File: config.mk
export PLATFORM = sky130hd
export DESIGN_NAME = strict_priority_event_queue
export DESIGN_NICKNAME = d
export VERILOG_FILES = /design/src/hw/rtl/spq_pkg.sv /design/src/hw/rtl/spq_store.sv /design/src/hw/rtl/strict_priority_event_queue.sv
export VERILOG_INCLUDE_DIRS = /design/src /design/src/hw/rtl
export SDC_FILE = /design/constraint.sdc
export NUM_CORES = 2
export LEC_CHECK = 0
export BUFFER_PORTS_ARGS = -buffer_cell sky130_fd_sc_hd__buf_4
export CAP_MARGIN = 20
export CELL_PAD_IN_SITES_DETAIL_PLACEMENT = 1
export CELL_PAD_IN_SITES_GLOBAL_PLACEMENT = 1
export CORE_ASPECT_RATIO = 0.9
export CORE_MARGIN = 1
export CORE_UTILIZATION = 58
export DETAILED_ROUTE_END_ITERATION = 6
export GPL_TIMING_DRIVEN = 0
export PLACE_DENSITY_LB_ADDON = 0.1
export SLEW_MARGIN = 20
export SYNTH_ARGS = -nofsm -noshare
export SYNTH_HDL_FRONTEND = slang
export SYNTH_SLANG_ARGS = --single-unit
File: constraint.sdc
create_clock -name clk -period 6.8 [get_ports clk]
set_input_delay 0.68 -clock clk [delete_from_list [all_inputs] [get_ports clk]]
set_output_delay 0.68 -clock clk [all_outputs]
set_load 0.01 [all_outputs]
File: src/hw/rtl/strict_priority_event_queue_defines.svh
// ----------------------------------------------------------------------------
// Strict priority event queue assertion macros
// Shared concurrent assertion forms clocked on clk and disabled during reset.
// ----------------------------------------------------------------------------
`ifndef STRICT_PRIORITY_EVENT_QUEUE_DEFINES_SVH
`define STRICT_PRIORITY_EVENT_QUEUE_DEFINES_SVH

// Same-cycle implication.
`define SPQ_ASSERT_NOW(label, ante, cons, msg) \
    label: assert property (@(posedge clk) disable iff (!rst_n) (ante) |-> (cons)) \
        else $error(msg);

// Next-cycle implication.
`define SPQ_ASSERT_NEXT(label, ante, cons, msg) \
    label: assert property (@(posedge clk) disable iff (!rst_n) (ante) |=> (cons)) \
        else $error(msg);

`endif

File: src/hw/rtl/spq_pkg.sv
// ----------------------------------------------------------------------------
// Strict priority event queue package
// Operation and status codes, field widths and default configuration.
// ----------------------------------------------------------------------------
package spq_pkg;

    localparam int LEVELS_DEF        = 4;
    localparam int DEFAULT_LEVEL_DEF = 2;
    localparam int LEVEL_DEPTH_DEF   = 16;
    localparam int PAYLOAD_WIDTH_DEF = 32;

    localparam int OPCODE_W   = 2;
    localparam int STATUS_W   = 2;
    localparam int TAG_W      = 8;
    localparam int WORD_W     = 32;
    localparam int TOTAL_W    = 7;

    typedef enum logic [OPCODE_W-1:0] {
        OP_PUSH     = 2'd0,
        OP_POP      = 2'd1,
        OP_INIT     = 2'd2,
        OP_SHUTDOWN = 2'd3
    } op_t;

    typedef enum logic [STATUS_W-1:0] {
        ST_OK       = 2'd0,
        ST_STOPPED  = 2'd1,
        ST_NO_SPACE = 2'd2,
        ST_EMPTY    = 2'd3
    } status_t;

endpackage

File: src/hw/rtl/spq_store.sv
// ----------------------------------------------------------------------------
// Strict priority event queue entry store
// One write port and one read port with registered read data.
// ----------------------------------------------------------------------------
module spq_store #(
    parameter int DEPTH  = 64,
    parameter int DATA_W = 40
) (
    input  logic                     clk,
    input  logic                     wr_en,
    input  logic [$clog2(DEPTH)-1:0] wr_addr,
    input  logic [DATA_W-1:0]        wr_data,
    input  logic                     rd_en,
    input  logic [$clog2(DEPTH)-1:0] rd_addr,
    output logic [DATA_W-1:0]        rd_data
);

    logic [DATA_W-1:0] mem [DEPTH];
    logic [DATA_W-1:0] rd_data_reg;

    always_ff @(posedge clk)
    begin
        if (wr_en)
        begin
            mem[wr_addr] <= wr_data;
        end
    end

    always_ff @(posedge clk)
    begin
        if (rd_en)
        begin
            rd_data_reg <= mem[rd_addr];
        end
    end

    assign rd_data = rd_data_reg;

endmodule

File: src/hw/rtl/strict_priority_event_queue.sv
// ----------------------------------------------------------------------------
// Strict priority event queue
// A transfer's result is registered for the next cycle; one operation
// per cycle is taken while the result register drains, limited by the single
// entry store port pair. The input stalls only while a result waits stalled.
// Reset empties every level, starts the queue and needs no clearing pass.
// ----------------------------------------------------------------------------
`include "strict_priority_event_queue_defines.svh"

module strict_priority_event_queue #(
    parameter int LEVELS        = spq_pkg::LEVELS_DEF,
    parameter int DEFAULT_LEVEL = spq_pkg::DEFAULT_LEVEL_DEF,
    parameter int LEVEL_DEPTH   = spq_pkg::LEVEL_DEPTH_DEF,
    parameter int PAYLOAD_WIDTH = spq_pkg::PAYLOAD_WIDTH_DEF
) (
    input  logic                                clk,
    input  logic                                rst_n,
    input  logic                                in_valid,
    output logic                                in_stall,
    input  logic [spq_pkg::OPCODE_W-1:0]        opcode,
    input  logic signed [spq_pkg::TAG_W-1:0]    priority_in,
    input  logic [spq_pkg::WORD_W-1:0]          payload_in,
    output logic                                out_valid,
    input  logic                                out_stall,
    output logic [spq_pkg::STATUS_W-1:0]        status,
    output logic signed [spq_pkg::TAG_W-1:0]    priority_out,
    output logic [spq_pkg::WORD_W-1:0]          payload_out,
    output logic [spq_pkg::TOTAL_W-1:0]         held_count
);

    localparam int LVL_W   = $clog2(LEVELS);
    localparam int SLOT_W  = $clog2(LEVEL_DEPTH);
    localparam int CNT_W   = $clog2(LEVEL_DEPTH + 1);
    localparam int DEPTH   = LEVELS * LEVEL_DEPTH;
    localparam int ADDR_W  = $clog2(DEPTH);
    localparam int TOT_W   = $clog2(DEPTH + 1);
    localparam int STORE_W = (PAYLOAD_WIDTH < spq_pkg::WORD_W) ?
                             PAYLOAD_WIDTH : spq_pkg::WORD_W;
    localparam int DATA_W  = spq_pkg::TAG_W + STORE_W;
    localparam int DEF_LVL = (DEFAULT_LEVEL < LEVELS) ? DEFAULT_LEVEL : LEVELS - 1;

    logic [SLOT_W-1:0] head_reg  [LEVELS];
    logic [SLOT_W-1:0] head_next [LEVELS];
    logic [SLOT_W-1:0] tail_reg  [LEVELS];
    logic [SLOT_W-1:0] tail_next [LEVELS];
    logic [CNT_W-1:0]  count_reg [LEVELS];
    logic [CNT_W-1:0]  count_next[LEVELS];
    logic [TOT_W-1:0]  total_reg;
    logic [TOT_W-1:0]  total_next;
    logic              running_reg;
    logic              running_next;

    logic              out_valid_reg;
    spq_pkg::status_t  status_reg;
    spq_pkg::status_t  status_next;
    logic              hit_reg;
    logic              hit_next;

    logic              in_fire;
    spq_pkg::op_t      op;
    logic [LVL_W-1:0]  push_lvl;
    logic              push_full;
    logic [LVL_W-1:0]  pop_lvl;
    logic              pop_hit;
    logic [SLOT_W-1:0] tail_cur;
    logic [SLOT_W-1:0] head_cur;

    logic              wr_en;
    logic              rd_en;
    logic [ADDR_W-1:0] wr_addr;
    logic [ADDR_W-1:0] rd_addr;
    logic [DATA_W-1:0] wr_data;
    logic [DATA_W-1:0] rd_data;

    logic [TOT_W+spq_pkg::TOTAL_W-1:0] total_wide;
    logic [STORE_W+spq_pkg::WORD_W-1:0] payload_wide;

    logic [TOT_W-1:0]  count_sum;
    logic              level_over;

    assign in_stall = out_valid_reg & out_stall;
    assign in_fire  = in_valid & ~in_stall;
    assign op       = spq_pkg::op_t'(opcode);

    always_comb
    begin
        if (!priority_in[spq_pkg::TAG_W-1] &&
            (spq_pkg::TAG_W'(priority_in) < spq_pkg::TAG_W'(LEVELS)))
        begin
            push_lvl = LVL_W'(priority_in[spq_pkg::TAG_W-2:0]);
        end
        else
        begin
            push_lvl = LVL_W'(DEF_LVL);
        end
    end

    assign tail_cur  = tail_reg[push_lvl];
    assign push_full = (count_reg[push_lvl] == CNT_W'(LEVEL_DEPTH));

    always_comb
    begin
        pop_lvl = '0;
        pop_hit = 1'b0;
        for (int i = LEVELS - 1; i >= 0; i--)
        begin
            if (count_reg[i] != '0)
            begin
                pop_lvl = LVL_W'(i);
                pop_hit = 1'b1;
            end
        end
    end

    assign head_cur = head_reg[pop_lvl];

    assign wr_addr = ADDR_W'(push_lvl) * ADDR_W'(LEVEL_DEPTH) + ADDR_W'(tail_cur);
    assign rd_addr = ADDR_W'(pop_lvl) * ADDR_W'(LEVEL_DEPTH) + ADDR_W'(head_cur);
    assign wr_data = {priority_in, payload_in[STORE_W-1:0]};

    always_comb
    begin
        head_next    = head_reg;
        tail_next    = tail_reg;
        count_next   = count_reg;
        total_next   = total_reg;
        running_next = running_reg;
        status_next  = spq_pkg::ST_OK;
        hit_next     = 1'b0;
        wr_en        = 1'b0;
        rd_en        = 1'b0;
        unique case (op) inside
            spq_pkg::OP_PUSH:
            begin
                if (!running_reg)
                begin
                    status_next = spq_pkg::ST_STOPPED;
                end
                else if (push_full)
                begin
                    status_next = spq_pkg::ST_NO_SPACE;
                end
                else
                begin
                    wr_en = in_fire;
                    tail_next[push_lvl] = (tail_cur == SLOT_W'(LEVEL_DEPTH - 1)) ?
                                          '0 : tail_cur + SLOT_W'(1);
                    count_next[push_lvl] = count_reg[push_lvl] + CNT_W'(1);
                    total_next = total_reg + TOT_W'(1);
                end
            end
            spq_pkg::OP_POP:
            begin
                if (pop_hit)
                begin
                    rd_en    = in_fire;
                    hit_next = 1'b1;
                    head_next[pop_lvl] = (head_cur == SLOT_W'(LEVEL_DEPTH - 1)) ?
                                         '0 : head_cur + SLOT_W'(1);
                    count_next[pop_lvl] = count_reg[pop_lvl] - CNT_W'(1);
                    total_next = total_reg - TOT_W'(1);
                end
                else
                begin
                    status_next = spq_pkg::ST_EMPTY;
                end
            end
            spq_pkg::OP_INIT, spq_pkg::OP_SHUTDOWN:
            begin
                for (int i = 0; i < LEVELS; i++)
                begin
                    head_next[i]  = '0;
                    tail_next[i]  = '0;
                    count_next[i] = '0;
                end
                total_next   = '0;
                running_next = (op == spq_pkg::OP_INIT);
            end
        endcase
    end

    always_ff @(posedge clk or negedge rst_n)
    begin
        if (!rst_n)
        begin
            for (int i = 0; i < LEVELS; i++)
            begin
                head_reg[i]  <= '0;
                tail_reg[i]  <= '0;
                count_reg[i] <= '0;
            end
            total_reg     <= '0;
            running_reg   <= 1'b1;
            out_valid_reg <= 1'b0;
            status_reg    <= spq_pkg::ST_OK;
            hit_reg       <= 1'b0;
        end
        else
        begin
            if (in_fire)
            begin
                head_reg    <= head_next;
                tail_reg    <= tail_next;
                count_reg   <= count_next;
                total_reg   <= total_next;
                running_reg <= running_next;
                status_reg  <= status_next;
                hit_reg     <= hit_next;
            end
            if (in_fire)
            begin
                out_valid_reg <= 1'b1;
            end
            else if (!out_stall)
            begin
                out_valid_reg <= 1'b0;
            end
        end
    end

    spq_store #(
        .DEPTH  (DEPTH),
        .DATA_W (DATA_W)
    ) u_store (
        .clk     (clk),
        .wr_en   (wr_en),
        .wr_addr (wr_addr),
        .wr_data (wr_data),
        .rd_en   (rd_en),
        .rd_addr (rd_addr),
        .rd_data (rd_data)
    );

    assign total_wide   = {{spq_pkg::TOTAL_W{1'b0}}, total_reg};
    assign payload_wide = {{spq_pkg::WORD_W{1'b0}}, rd_data[STORE_W-1:0]};

    assign out_valid    = out_valid_reg;
    assign status       = status_reg;
    assign held_count   = total_wide[spq_pkg::TOTAL_W-1:0];
    assign priority_out = hit_reg ? rd_data[DATA_W-1:STORE_W] : '0;
    assign payload_out  = hit_reg ? payload_wide[spq_pkg::WORD_W-1:0] : '0;

    always_comb
    begin
        count_sum  = '0;
        level_over = 1'b0;
        for (int i = 0; i < LEVELS; i++)
        begin
            count_sum  = count_sum + TOT_W'(count_reg[i]);
            level_over = level_over | (count_reg[i] > CNT_W'(LEVEL_DEPTH));
        end
    end

    `SPQ_ASSERT_NOW(a_total_matches_levels, 1'b1, count_sum == total_reg,
        "Held total differs from the sum of the level counts.")
    `SPQ_ASSERT_NOW(a_level_bounded, 1'b1, !level_over,
        "A level count exceeds the level depth.")
    `SPQ_ASSERT_NOW(a_stopped_is_empty, !running_reg, total_reg == '0,
        "The queue holds entries while stopped.")
    `SPQ_ASSERT_NEXT(a_pop_removes_one,
        in_fire && (op == spq_pkg::OP_POP) && (total_reg != '0),
        total_reg == $past(total_reg) - TOT_W'(1),
        "A pop from a non-empty queue did not remove exactly one entry.")

endmodule

==> summary.txt <==
Critical path
  • CP max-delay cell: a22oi_1
  • Worst Setup Start Kind: flip-flop
  • Worst setup EP type: flip-flop
  • Crit-path cells: nor4_2 -> nor2b_1 -> nor3_1 -> o21a_1 -> clkbuf_1 -> nor2_2 -> and2_1 -> buf_2 -> buf_2 -> buf_2 -> a31oi_1 -> a22oi_1 -> nand4_1
  • CP Max Fanout: 11
  • CP arrival: 7390 ps
  • Required time worst endpoint: 7340 ps
  • Critical path type: reg2reg
  • Most frequent CP cell: buf_2
  • Buf+Inv Stages, Crit Path: 4
  • Cell family with the largest share of critical-path delay: simple AND/OR/NAND/NOR gates
  • Max incr delay on CP: 1020 ps

Pwr
  • Worst vdd ir: 0.270 mV
  • Power per cell area: 361 nW/µm²
  • Leakage power: 39.4 nW

Logic synthesis
  • Yosys top cell area share: 75.0%
  • Syn nets: 6965
  • Top_reg_cell synth: edfxtp_1
  • Top-count cell post-synth: edfxtp_1
  • Avg Cell Area, Syn: 15.1 µm²
  • Post-synth EDFFs: 2600
  • Mapped Area: 104000 µm²
  • Seq/Total Area, Yosys: 76.6%
  • Synth top cells by count: 2600 x edfxtp_1, 1666 x nand2_1, 562 x a31oi_1, 267 x clkbuf_1, 265 x mux2_2
  • Synth cell types: 74
  • Synth area leader: edfxtp_1
  • Yosys warns: 0
  • Dominant cells by area after synthesis: edfxtp_1 75%, nand2_1 6.0%, a31oi_1 3.4%, mux2_2 2.9%, mux2i_1 1.6%
  • Asr flop ratio synth: 2.40%
  • Cells after Synth: 6909
  • Flops & latches, synth: 2664

STA
  • RSZ-0062 raised after global routing: false
  • Fin worst setup slack: -44.5 ps
  • Min Hold Slack: 61.9 ps
  • Crit share post-route: 101%
  • Setup TNS: -44.5 ps
  • Period minus WS final: 6840 ps
  • Final Max Slew Viols: 0
  • Skew final: 55.3 ps
  • Worst-margin pin slew: 1440 ps
  • Final setup violating endpoints: 1
  • Relative slew margins: 3.81%
  • Achievable clock frequency: 146 MHz
  • Endpoints failing hold: 0

Placement
  • Port Buffers: 96
  • RePlAce Congestion: 0.939
  • Placed Area: 111000 µm²
  • Pre-CTS WS: -205 ps
  • Placed wire-length estimate: 249000 µm

Cells and area
  • Nets: 7474
  • Layout cells sized above 1: 14.4%
  • Area Overhead vs Synth: 15.0%
  • Post-route cell area: 120000 µm²
  • Sequential standard cell area: 79700 µm²
  • Area of the multi-input gates: 23100 µm²
  • Number of flip-flops in the largest register: 2560
  • Filler cell count: 15533

GRT
  • Initial antenna violation count: 38
  • First-pass GRT wire length: 529000 µm
  • Number of global-route vias before repair: 71747
  • Largest net degree at the start of global routing: 66
  • Congestion Overflow GR: 0
  • Total track usage: 41.7%

Detailed routing
  • Final WL: 382000 µm
  • WL/cell: 38.1 µm
  • DR pass1 iterations: 7
  • Post-route DRC: 12
  • DRT iter0 DRCs: 11365
  • Routed Antenna Nets: 0
  • Vias per std cell: 7.03
  • Vias: 70326

Worst hold path
  • Hold WC Path Type: in2reg

Outcome
  • Violated checks: DRC, setup timing
  • Status: finished, violations left

Clocking
  • Clk sinks: 2664
  • Worst-path clk slew: 60 ps
  • CTS tree: yes
  • CTS H-tree depth: 5
  • Clk Latency, worst-skew pair: 940 ps
  • Root buf cell: clkbuf_16
  • Total CTS buffers: 283
  • Clock Tree Buf Depth: 4

Die
  • Die area: 181000 µm²
  • CORE AREA: 178000 µm²
  • Die Y: 404 µm
  • Die width: 449 µm
  • Std cell rows: 147
  • I/O pins: 97
  • Starting Density: 58.4%

Flow run
  • Maximum capacitance violations: 0
[per-stage QoR]
step           std cells  power, mW  util, %
2_1_floorplan       6909       23.4        -
3_3_place_gp        9389       27.6     60.5
3_5_place_dp        9512       28.2     62.3
4_1_cts             9994       42.7     67.1
5_1_grt             9996       43.8     67.1
6_report           10010       43.2     67.2
[cell usage in the layout (no fill, tap or decap), types with 45 or more instances in the layout]
cell	count
edfxtp_1	2600
nand2_1	1666
a31oi_1	550
clkbuf_1	310
clkbuf_16	293
mux2_2	265
mux2i_1	164
o22ai_1	161
a22oi_1	123
buf_2	120
a32o_1	118
buf_4	113
buf_12	82
a21oi_1	74
nand3_1	72
clkinv_1	65
nor2_4	64
dfrtp_1	63
mux2_1	54
and2_1	50
o21ai_0	49
nand4_1	49
clkinv_2	45
[timing repair]
action	in CTS	in global routing
resized for setup	0	0
hold buffers	3	0
hold endpoints to repair	65	0
buffers inserted	0	0
[layout make-up]
| cell class | instances | share of cell area (%) |
|---|---|---|
| flip-flops and latches | 2664 | 66.6 |
| multi-input cells | 3789 | 19.3 |
| clock buffers | 345 | 6.30 |
| repair buffers | 224 | 2.88 |
| well taps | 2384 | 2.49 |
| plain buffers | 437 | 1.55 |
| clock inverters | 134 | 0.851 |
| inverters | 19 | 0.0617 |
| diodes | 14 | 0.0293 |
[logic make-up after synthesis]
logic type | share of synthesized area, %
AND/OR/NAND/NOR | 7.69
flip-flops | 76.6
buffers and inverters | 1.84
adder cells (fa/ha/maj) | 0.127
multiplexers | 5.03
AO/OA/AOI/OAI | 8.66
XOR/XNOR | 0.0926
[final timing paths]
check	start	endpoint	slack (ps)	cells after the start
max in group asynchronous	rst_n	tail_reg[0]	5780	2
max reg2reg	count_reg[2]	u_store.rd_data[26]	-40	13
min in group asynchronous	rst_n	held_count[4]	440	2
max	count_reg[2]	u_store.rd_data[26]	-40	13
min reg2reg	status[0]	status[0]	480	2
min	out_stall	out_valid	60	3
[metal layers]
layer  part of all wire, %  track usage, %  vias to the layer above
met1                    35            53.1                    35812
li1                      -               -                    27663
met3                    12            11.0                     1293
met4                   7.9            27.7                       28
met5                 0.058               0                        -
met2                    45            63.6                     5530
[where the power goes]
part           internal, mW  total [mW]  leakage [nW]  switching [mW]
Sequential             18.2        18.3          24.2           0.103
Clock                  8.45        14.8          4.20            6.34
Combinational          2.49        10.1          11.0            7.62
[worst min-delay path, cell delays in order]
cell	delay, ps
buf_4	80
nand2_1	80
nand2b_1	100
Note: power is estimated with default switching activity, not from simulation.
